`src/hw/rtl/swer_pkg.sv`:
```
// swer_pkg: shared types and codes for the sliding window event rate core.
// No dependencies.
`default_nettype none
package swer_pkg;

    localparam logic [1:0] OP_RECORD = 2'd0;
    localparam logic [1:0] OP_QUERY  = 2'd1;
    localparam logic [1:0] OP_LIST   = 2'd2;
    localparam logic [1:0] OP_SPARE  = 2'd3;

    localparam logic CFG_WINDOW = 1'b0;
    localparam logic CFG_RATE   = 1'b1;

    localparam logic [31:0] WINDOW_RST = 32'd60000;
    localparam logic [31:0] RATE_RST   = 32'd65536;

    typedef struct packed {
        logic [1:0]  operation;
        logic [3:0]  event_id;
        logic [31:0] now_time;
    } t_item;

    typedef struct packed {
        logic [3:0]  event_id_res;
        logic        valid_res;
        logic [31:0] rate;
        logic [6:0]  window_count;
        logic [31:0] total_count;
        logic        last;
    } t_res;

endpackage
`default_nettype wire

```
`src/hw/rtl/swer_ram.sv`:
```
// swer_ram: generic single-write, single-read RAM with registered read data.
// No dependencies.
`default_nettype none
module swer_ram #(
    parameter int WIDTH = 36,
    parameter int DEPTH = 64
) (
    input  wire                      i_clk,
    input  wire                      i_we,
    input  wire  [$clog2(DEPTH)-1:0] i_waddr,
    input  wire  [WIDTH-1:0]         i_wdata,
    input  wire  [$clog2(DEPTH)-1:0] i_raddr,
    output logic [WIDTH-1:0]         o_rdata
);
    logic [WIDTH-1:0] r_mem [DEPTH];

    always_ff @(posedge i_clk) begin
        if (i_we) begin
            r_mem[i_waddr] <= i_wdata;
        end
        o_rdata <= r_mem[i_raddr];
    end
endmodule
`default_nettype wire

```
`src/hw/rtl/sliding_window_event_rate_core.sv`:
```
// sliding_window_event_rate_core: per-ID sliding window event rate monitor.
// Depends on swer_pkg and swer_ram (event FIFO storage).
//
// Channel   Direction  Handshake               Payload
// command   in         i_start && !o_busy      i_item (t_item)
// result    out        o_res_valid, one cycle  o_res (t_res)
// config    in         i_cfg_we                i_cfg_idx, i_cfg_data
//
// A transaction passes S_EXP_RD, then S_EXP_CHK while the FIFO is not empty,
// looping back to S_EXP_RD for each expired entry popped, then S_OPER; a list
// then steps S_LIST up to the highest ID in use, one ID per cycle. Expiry is
// bound by the FIFO RAM read: each popped entry costs a read and a compare state.
// Synchronous active-low reset; the FIFO RAM needs no clearing.
// Results cannot be stalled; one per cycle at most.
`default_nettype none
module sliding_window_event_rate_core #(
    parameter int NUM_IDS    = 16,
    parameter int FIFO_DEPTH = 64
) (
    input  wire                  i_clk,
    input  wire                  i_rst_n,
    input  wire                  i_start,
    output logic                 o_busy,
    input  wire  swer_pkg::t_item i_item,
    output logic                 o_res_valid,
    output swer_pkg::t_res       o_res,
    input  wire                  i_cfg_we,
    input  wire                  i_cfg_idx,
    input  wire  [31:0]          i_cfg_data
);
    import swer_pkg::*;

    localparam int AW = $clog2(FIFO_DEPTH);
    localparam int FW = $clog2(FIFO_DEPTH + 1);
    localparam int IW = $clog2(NUM_IDS);

    typedef enum logic [4:0] {
        S_IDLE    = 5'b00001,
        S_EXP_RD  = 5'b00010,
        S_EXP_CHK = 5'b00100,
        S_OPER    = 5'b01000,
        S_LIST    = 5'b10000
    } t_state;

    t_state r_state;
    logic [31:0] r_window, r_factor;
    t_item r_item;
    logic [AW-1:0] r_head;
    logic [FW-1:0] r_fill;
    logic [FW-1:0] r_wc [NUM_IDS];
    logic [31:0] r_tc [NUM_IDS];
    logic r_overflow;
    logic [IW-1:0] r_idx;

    logic [35:0] ram_rdata;
    logic ram_we;
    logic [AW:0] tail_sum;
    logic [AW-1:0] tail;

    logic [IW+3:0] id_wide, fid_wide;
    logic [IW-1:0] id_ix, fid_ix;
    logic id_ok, fid_ok, expired, full;
    logic [NUM_IDS-1:0] nz;
    logic hi_nz;

    // rate of a count
    logic [FW-1:0] rate_cnt;
    logic [FW+31:0] prod, prod_sh;
    logic [31:0] rate_val;

    assign id_wide  = (IW + 4)'(r_item.event_id);
    assign id_ix    = id_wide[IW-1:0];
    assign id_ok    = (32'(r_item.event_id) < 32'(NUM_IDS));
    assign fid_wide = (IW + 4)'(ram_rdata[35:32]);
    assign fid_ix   = fid_wide[IW-1:0];
    assign fid_ok   = (32'(ram_rdata[35:32]) < 32'(NUM_IDS));
    assign expired  = ((r_item.now_time - ram_rdata[31:0]) > r_window);
    assign full     = (32'(r_fill) >= 32'(FIFO_DEPTH));

    assign tail_sum = (AW + 1)'(r_head) + (AW + 1)'(r_fill);
    assign tail = (32'(tail_sum) >= 32'(FIFO_DEPTH)) ?
                  AW'(32'(tail_sum) - 32'(FIFO_DEPTH)) : tail_sum[AW-1:0];
    assign ram_we = (r_state == S_OPER) && (r_item.operation == OP_RECORD)
                    && id_ok && !full;

    swer_ram #(.WIDTH(36), .DEPTH(FIFO_DEPTH)) u_fifo (
        .i_clk   (i_clk),
        .i_we    (ram_we),
        .i_waddr (tail),
        .i_wdata ({r_item.event_id, r_item.now_time}),
        .i_raddr (r_head),
        .o_rdata (ram_rdata)
    );

    always_comb begin
        for (int j = 0; j < NUM_IDS; j++) begin
            nz[j] = (r_wc[j] != '0);
        end
        hi_nz = 1'b0;
        for (int j = 0; j < NUM_IDS; j++) begin
            if (nz[j] && (32'(j) > 32'(r_idx))) begin
                hi_nz = 1'b1;
            end
        end
    end

    assign rate_cnt = (r_state == S_LIST) ? r_wc[r_idx] : (id_ok ? r_wc[id_ix] : '0);
    assign prod     = (FW + 32)'(rate_cnt) * (FW + 32)'(r_factor);
    assign prod_sh  = prod >> 8;
    assign rate_val = (|prod_sh[FW+31:32]) ? 32'hFFFF_FFFF : prod_sh[31:0];

    assign o_busy = (r_state != S_IDLE);

    always_ff @(posedge i_clk) begin
        if (!i_rst_n) begin
            r_state     <= S_IDLE;
            r_window    <= WINDOW_RST;
            r_factor    <= RATE_RST;
            r_head      <= '0;
            r_fill      <= '0;
            r_overflow  <= 1'b0;
            r_idx       <= '0;
            o_res_valid <= 1'b0;
            for (int j = 0; j < NUM_IDS; j++) begin
                r_wc[j] <= '0;
                r_tc[j] <= '0;
            end
        end else begin
            o_res_valid <= 1'b0;
            if (i_cfg_we) begin
                unique case (i_cfg_idx)
                    CFG_WINDOW: r_window <= i_cfg_data;
                    CFG_RATE:   r_factor <= i_cfg_data;
                    default:    ;
                endcase
            end
            unique case (r_state)
                S_IDLE: begin
                    if (i_start) begin
                        r_item  <= i_item;
                        r_state <= S_EXP_RD;
                    end
                end
                S_EXP_RD: begin
                    r_state <= (r_fill != '0) ? S_EXP_CHK : S_OPER;
                end
                S_EXP_CHK: begin
                    if (expired) begin
                        if (fid_ok && r_wc[fid_ix] != '0) begin
                            r_wc[fid_ix] <= r_wc[fid_ix] - 1'b1;
                        end
                        r_head  <= (32'(r_head) == 32'(FIFO_DEPTH - 1)) ? '0 : r_head + 1'b1;
                        r_fill  <= r_fill - 1'b1;
                        r_state <= S_EXP_RD;
                    end else begin
                        r_state <= S_OPER;
                    end
                end
                S_OPER: begin
                    r_state <= S_IDLE;
                    unique case (r_item.operation)
                        OP_RECORD: begin
                            if (id_ok && full) begin
                                r_overflow <= 1'b1;
                            end else if (id_ok) begin
                                r_fill       <= r_fill + 1'b1;
                                r_wc[id_ix]  <= r_wc[id_ix] + 1'b1;
                                if (r_tc[id_ix] != 32'hFFFF_FFFF) begin
                                    r_tc[id_ix] <= r_tc[id_ix] + 1'b1;
                                end
                            end
                        end
                        OP_QUERY: begin
                            o_res_valid        <= 1'b1;
                            o_res.event_id_res <= r_item.event_id;
                            o_res.valid_res    <= 1'b1;
                            o_res.rate         <= rate_val;
                            o_res.window_count <= id_ok ? 7'(32'(r_wc[id_ix])) : '0;
                            o_res.total_count  <= id_ok ? r_tc[id_ix] : '0;
                            o_res.last         <= 1'b1;
                        end
                        OP_LIST: begin
                            if (nz == '0) begin
                                o_res_valid        <= 1'b1;
                                o_res.event_id_res <= '0;
                                o_res.valid_res    <= 1'b0;
                                o_res.rate         <= '0;
                                o_res.window_count <= '0;
                                o_res.total_count  <= '0;
                                o_res.last         <= 1'b1;
                            end else begin
                                r_idx   <= '0;
                                r_state <= S_LIST;
                            end
                        end
                        default: ;
                    endcase
                end
                S_LIST: begin
                    if (nz[r_idx]) begin
                        o_res_valid        <= 1'b1;
                        o_res.event_id_res <= 4'(32'(r_idx));
                        o_res.valid_res    <= 1'b1;
                        o_res.rate         <= rate_val;
                        o_res.window_count <= 7'(32'(r_wc[r_idx]));
                        o_res.total_count  <= r_tc[r_idx];
                        o_res.last         <= !hi_nz;
                    end
                    if (!hi_nz) begin
                        r_state <= S_IDLE;
                    end else begin
                        r_idx <= r_idx + 1'b1;
                    end
                end
                default: r_state <= S_IDLE;
            endcase
        end
    end

`ifndef ASSERT_OFF
    a_fill_bound: assert property (@(posedge i_clk) disable iff (!i_rst_n)
        32'(r_fill) <= 32'(FIFO_DEPTH))
        else $error("fifo fill beyond depth");
    a_res_src: assert property (@(posedge i_clk) disable iff (!i_rst_n)
        o_res_valid |-> ($past(r_state) == S_OPER || $past(r_state) == S_LIST))
        else $error("result outside operation or list");
    a_start_busy: assert property (@(posedge i_clk) disable iff (!i_rst_n)
        (i_start && !o_busy) |=> o_busy)
        else $error("accepted transaction did not raise busy");
    a_pop_nonempty: assert property (@(posedge i_clk) disable iff (!i_rst_n)
        (r_state == S_EXP_CHK) |-> (r_fill != '0))
        else $error("expiry check on empty fifo");
    a_overflow_sticky: assert property (@(posedge i_clk) disable iff (!i_rst_n)
        r_overflow |=> r_overflow)
        else $error("overflow flag cleared outside reset");
`endif

endmodule
`default_nettype wire

```
`config.mk`:
```
export PLATFORM = sky130hd
export DESIGN_NAME = sliding_window_event_rate_core
export DESIGN_NICKNAME = d
export VERILOG_FILES = /design/src/hw/rtl/swer_pkg.sv /design/src/hw/rtl/swer_ram.sv /design/src/hw/rtl/sliding_window_event_rate_core.sv
export SDC_FILE = /design/constraint.sdc
export NUM_CORES = 2
export LEC_CHECK = 0
export ABC_AREA = 0
export BUFFER_PORTS_ARGS = -buffer_cell sky130_fd_sc_hd__buf_2
export CORE_MARGIN = 2
export CORE_UTILIZATION = 63
export DETAILED_ROUTE_END_ITERATION = 6
export PLACE_DENSITY = 0.8
export SLEW_MARGIN = 20
export SYNTH_ARGS = -nofsm -noshare
export SYNTH_HDL_FRONTEND = slang
export SYNTH_SLANG_ARGS = --single-unit
```
`constraint.sdc`:
```
create_clock -name i_clk -period 8.8 [get_ports i_clk]
set_input_delay 0.44 -clock i_clk [delete_from_list [all_inputs] [get_ports i_clk]]
set_output_delay 0.44 -clock i_clk [all_outputs]
set_load 0.02 [all_outputs]
```
==> results.cfg <==
[layout]
final_common_cell = edfxtp_1
drive_gt1_share_pct = 27.54
final_cell_mix = 3042 x edfxtp_1, 1169 x mux4_2, 597 x nor2_1
utilization_pct = 70.78
layout.nets = 8083
syn_to_final_growth_pct = 11.62
final_cells = 10930

[power_and_ir_drop]
pwr-share-seq_pct = 52.1
p_sw_uw = 7109
combPwrFrac_pct = 5.2
swShare_pct = 22.12
total_power_uw = 32140
p_per_area_nw_per_um2 = 206.5
leakagePower_uw = 0.05022
internal_power_uw = 25030
clockPowerShare_pct = 42.7
ir_worst_vdd_v = 0.0002035

[clock_network]
clk_latency_ns = 0.96
cts.sink_count = 3173
cts_tree = built
clk_pin_slew_worst_paths_ns = 0.06
cts-root-buf = clkbuf_16
postCtsResizedCells = 0
cts.path.max_buffers = 4
cts_buffers = 327
htree_levels = 5

[synth]
syn_area_per_cell_um2 = 18.80
synth-edff-count = 3042
syn-num-nets = 7783
synth_flop_cell = edfxtp_1
yosysUniqueCellTypes = 81
yosysWarningCount = 0
synth_area_um2 = 139500
synthCells = 7418
synthArstFlopShare_pct = 0
seq_area_frac_synth_pct = 67.38
yosys_register_bits = 3173

[critical_path]
max_stage_delay_ns = 0.60
cp_top_family = adder cells
crit_chain = buf_12 -> mux4_2 -> mux4_2 -> mux2i_4 -> buf_4 -> nor2b_1 -> fa_1 -> fa_1 -> fa_1 -> inv_1 -> fa_1 -> inv_1 -> ha_1 -> a21o_1 -> a21o_1 -> a21o_1 -> nor4b_1 -> o311ai_0 -> nand2_1 -> o21ai_0 -> a31oi_1 -> xor2_1 -> nor2_1
r2r-end = o_res[69]
worstRegToRegCells = 23
crit_path_end_kind = flip-flop
crit_fanout = 89
crit_top_cell = fa_1
cp-start-kind = flip-flop
slowest_stage = mux4_2
crit_type = flip-flop to flip-flop
crit_required_ns = 9.47
cp.arrival_ns = 8.52
path_buf_inv = 4
rrSetupSlack_ns = 0.96

[routing]
vias = 78880
wl_um = 397900
drc = 0
firstDrtPassIters = 6
wl_per_cell_um = 36.42
viasPerCell = 7.219
postRouteAntennaNets = 0
first_iter_violations = 12240

[floorplan]
die-area_um2 = 225200
design.core.area_um2 = 219900
start_util_pct = 63.41
num_rows = 172
io_pins = 154
dieWidth_um = 474.5
die_y_um = 474.5

[outcome]
status = finished, final reports clean

[global_routing]
track_usage_pct = 35.76
grt_max_degree = 136
grt_pass1_wl_um = 569800
antenna_found_initial = 23
grt-ovfl-total = 0
grt_pass1_vias = 80180

[sta]
fin_skew_ns = 0.06668
fin_crit_sh_pct = 89.12
max_slew_margin_pct = 19.80
rsz0062_at_grt = no
slew_violations = 0
tightest_slew_ns = 1.199
hold_violations = 0
finalSetupTns_ns = 0
setup_viol = 0
fmax_ghz = 0.1275
post-route-min-period_ns = 7.843

[flow_run]
drv_cap = 0

[placed_design]
place_congestion = 0.9137
place_inst = 10280
portBuffers = 152
hpwl_um = 215000

[min_path]
hp-class = primary input to flip-flop
min_to = r_state[0]
hp-start = i_rst_n
hold_depth = 3
## stage by stage
stage | setup slack (ns) | cell area, um^2 | hold WS, ns
3_3_place_gp | 1.127 | 144400 | 0.4595
3_5_place_dp | 0.9096 | 144500 | 0.4617
5_1_grt | 0.4469 | 155700 | 0.1481
2_1_floorplan | 0.6799 | 139500 | 0.4435
4_1_cts | 0.9374 | 155500 | 0.08322
6_report | 0.9574 | 155700 | 0.1433
## state kept, by name, indices dropped and copies added, names as in the netlist, named ones only
signal,flops
r_state,5
r_item,34
u_fifo.r_mem,2304
o_res_valid,1
id_ix,4
r_fill,7
r_window,32
r_tc,512
r_idx,4
r_wc,112
r_head,6
u_fifo.o_rdata,36
o_res,76
r_factor,32
## worst min-delay path: stages
cell	delay, ns
buf_4	0.14
buf_4	0.33
nand2_1	0.14
## worst max-delay path by stage
stage / from / to / slack [ns] / cells past startpoint
finish: flip-flop / o_res[69] / 0.96 / 23
global route: flip-flop / o_res[70] / 0.45 / 22
CTS: flip-flop / o_res[69] / 0.94 / 23
detailed placement: flip-flop / o_res[69] / 0.91 / 23
global placement: flip-flop / o_res[70] / 1.13 / 22
floorplan: r_wc[7][3] / o_res[0] / 0.68 / 6
## power groups by stage
stage,Clock [uW],Sequential (uW),Combinational (uW)
3_3_place_gp,0,17100,1540
5_1_grt,14300,16800,1800
2_1_floorplan,0,17100,1060
6_report,13700,16800,1680
3_5_place_dp,0,17100,1600
4_1_cts,13800,16700,1640
## area by class of cell
cell class,count,area [um^2]
Antenna cell,4,10.01
Timing Repair Buffer,446,3277
Clock inverter,169,1617
Sequential cell,3173,94020
Clock buffer,406,8695
Tap cell,2958,3701
Multi-Input combinational cell,3544,43510
Fill cell,12610,64270
Inverter,226,848.3
## timing repair
item | CTS | global route
endpoints found under the hold margin | 108 | 0
buffers inserted | 0 | 0
setup endpoints to repair | 0 | 0
hold buffers | 71 | 0
## per-layer routing
layer  global-route usage, %  vias to the layer above  wire length, um
met5                       0                        -              180
met4                   17.34                       22            22280
met3                   8.138                     1300            45970
met2                   57.81                     6366           196200
met1                   46.53                    40780           133300
li1                        -                    30410                -
## cells in the mapped netlist (7+ instances only)
cell / number / area (um^2)
nor3b_1: 10 / 75.07
fa_1: 151 / 3023
xnor2_1: 61 / 534.3
mux2i_1: 25 / 250.2
clkbuf_1: 288 / 1081
nor2_1: 663 / 2489
a21o_1: 57 / 427.9
dfxtp_1: 131 / 2623
buf_2: 69 / 345.3
buf_4: 26 / 195.2
nand2_1: 293 / 1100
mux4_1: 7 / 183.9
nor4_1: 136 / 850.8
nand3_1: 52 / 260.3
buf_1: 77 / 289.0
o21a_1: 17 / 127.6
o211ai_1: 14 / 105.1
o31ai_1: 24 / 180.2
a22o_1: 31 / 271.5
xor2_1: 42 / 367.9
nor3_1: 45 / 225.2
inv_1: 223 / 837.1
a21oi_1: 76 / 380.4
a31oi_1: 16 / 100.1
buf_6: 10 / 112.6
o21ai_0: 46 / 230.2
a21boi_0: 62 / 465.5
ha_1: 139 / 1739
a211oi_1: 12 / 90.09
nand2b_1: 41 / 256.5
and3_1: 17 / 106.4
edfxtp_1: 3042 / 91350
and2_1: 49 / 306.5
nand4_1: 22 / 137.6
o21bai_1: 14 / 105.1
mux4_2: 1169 / 26330
nor2b_1: 163 / 1020
## logic make-up (layout without fill, tap and decap cells)
| group | count (synthesis) | in the layout | synth area share (%) |
|---|---|---|---|
| xor+xnor | 103 | 103 | 0.6468 |
| compound gates | 408 | 408 | 2.019 |
| simple gates | 1535 | 1535 | 5.196 |
| flops | 3173 | 3173 | 67.38 |
| buf+inv | 701 | 1247 | 2.107 |
| other cells | 1 | 5 | 0.002689 |
| mux | 1206 | 1206 | 19.23 |
| fa+ha+maj | 291 | 291 | 3.422 |
Note: power is estimated with default switching activity, not from simulation.
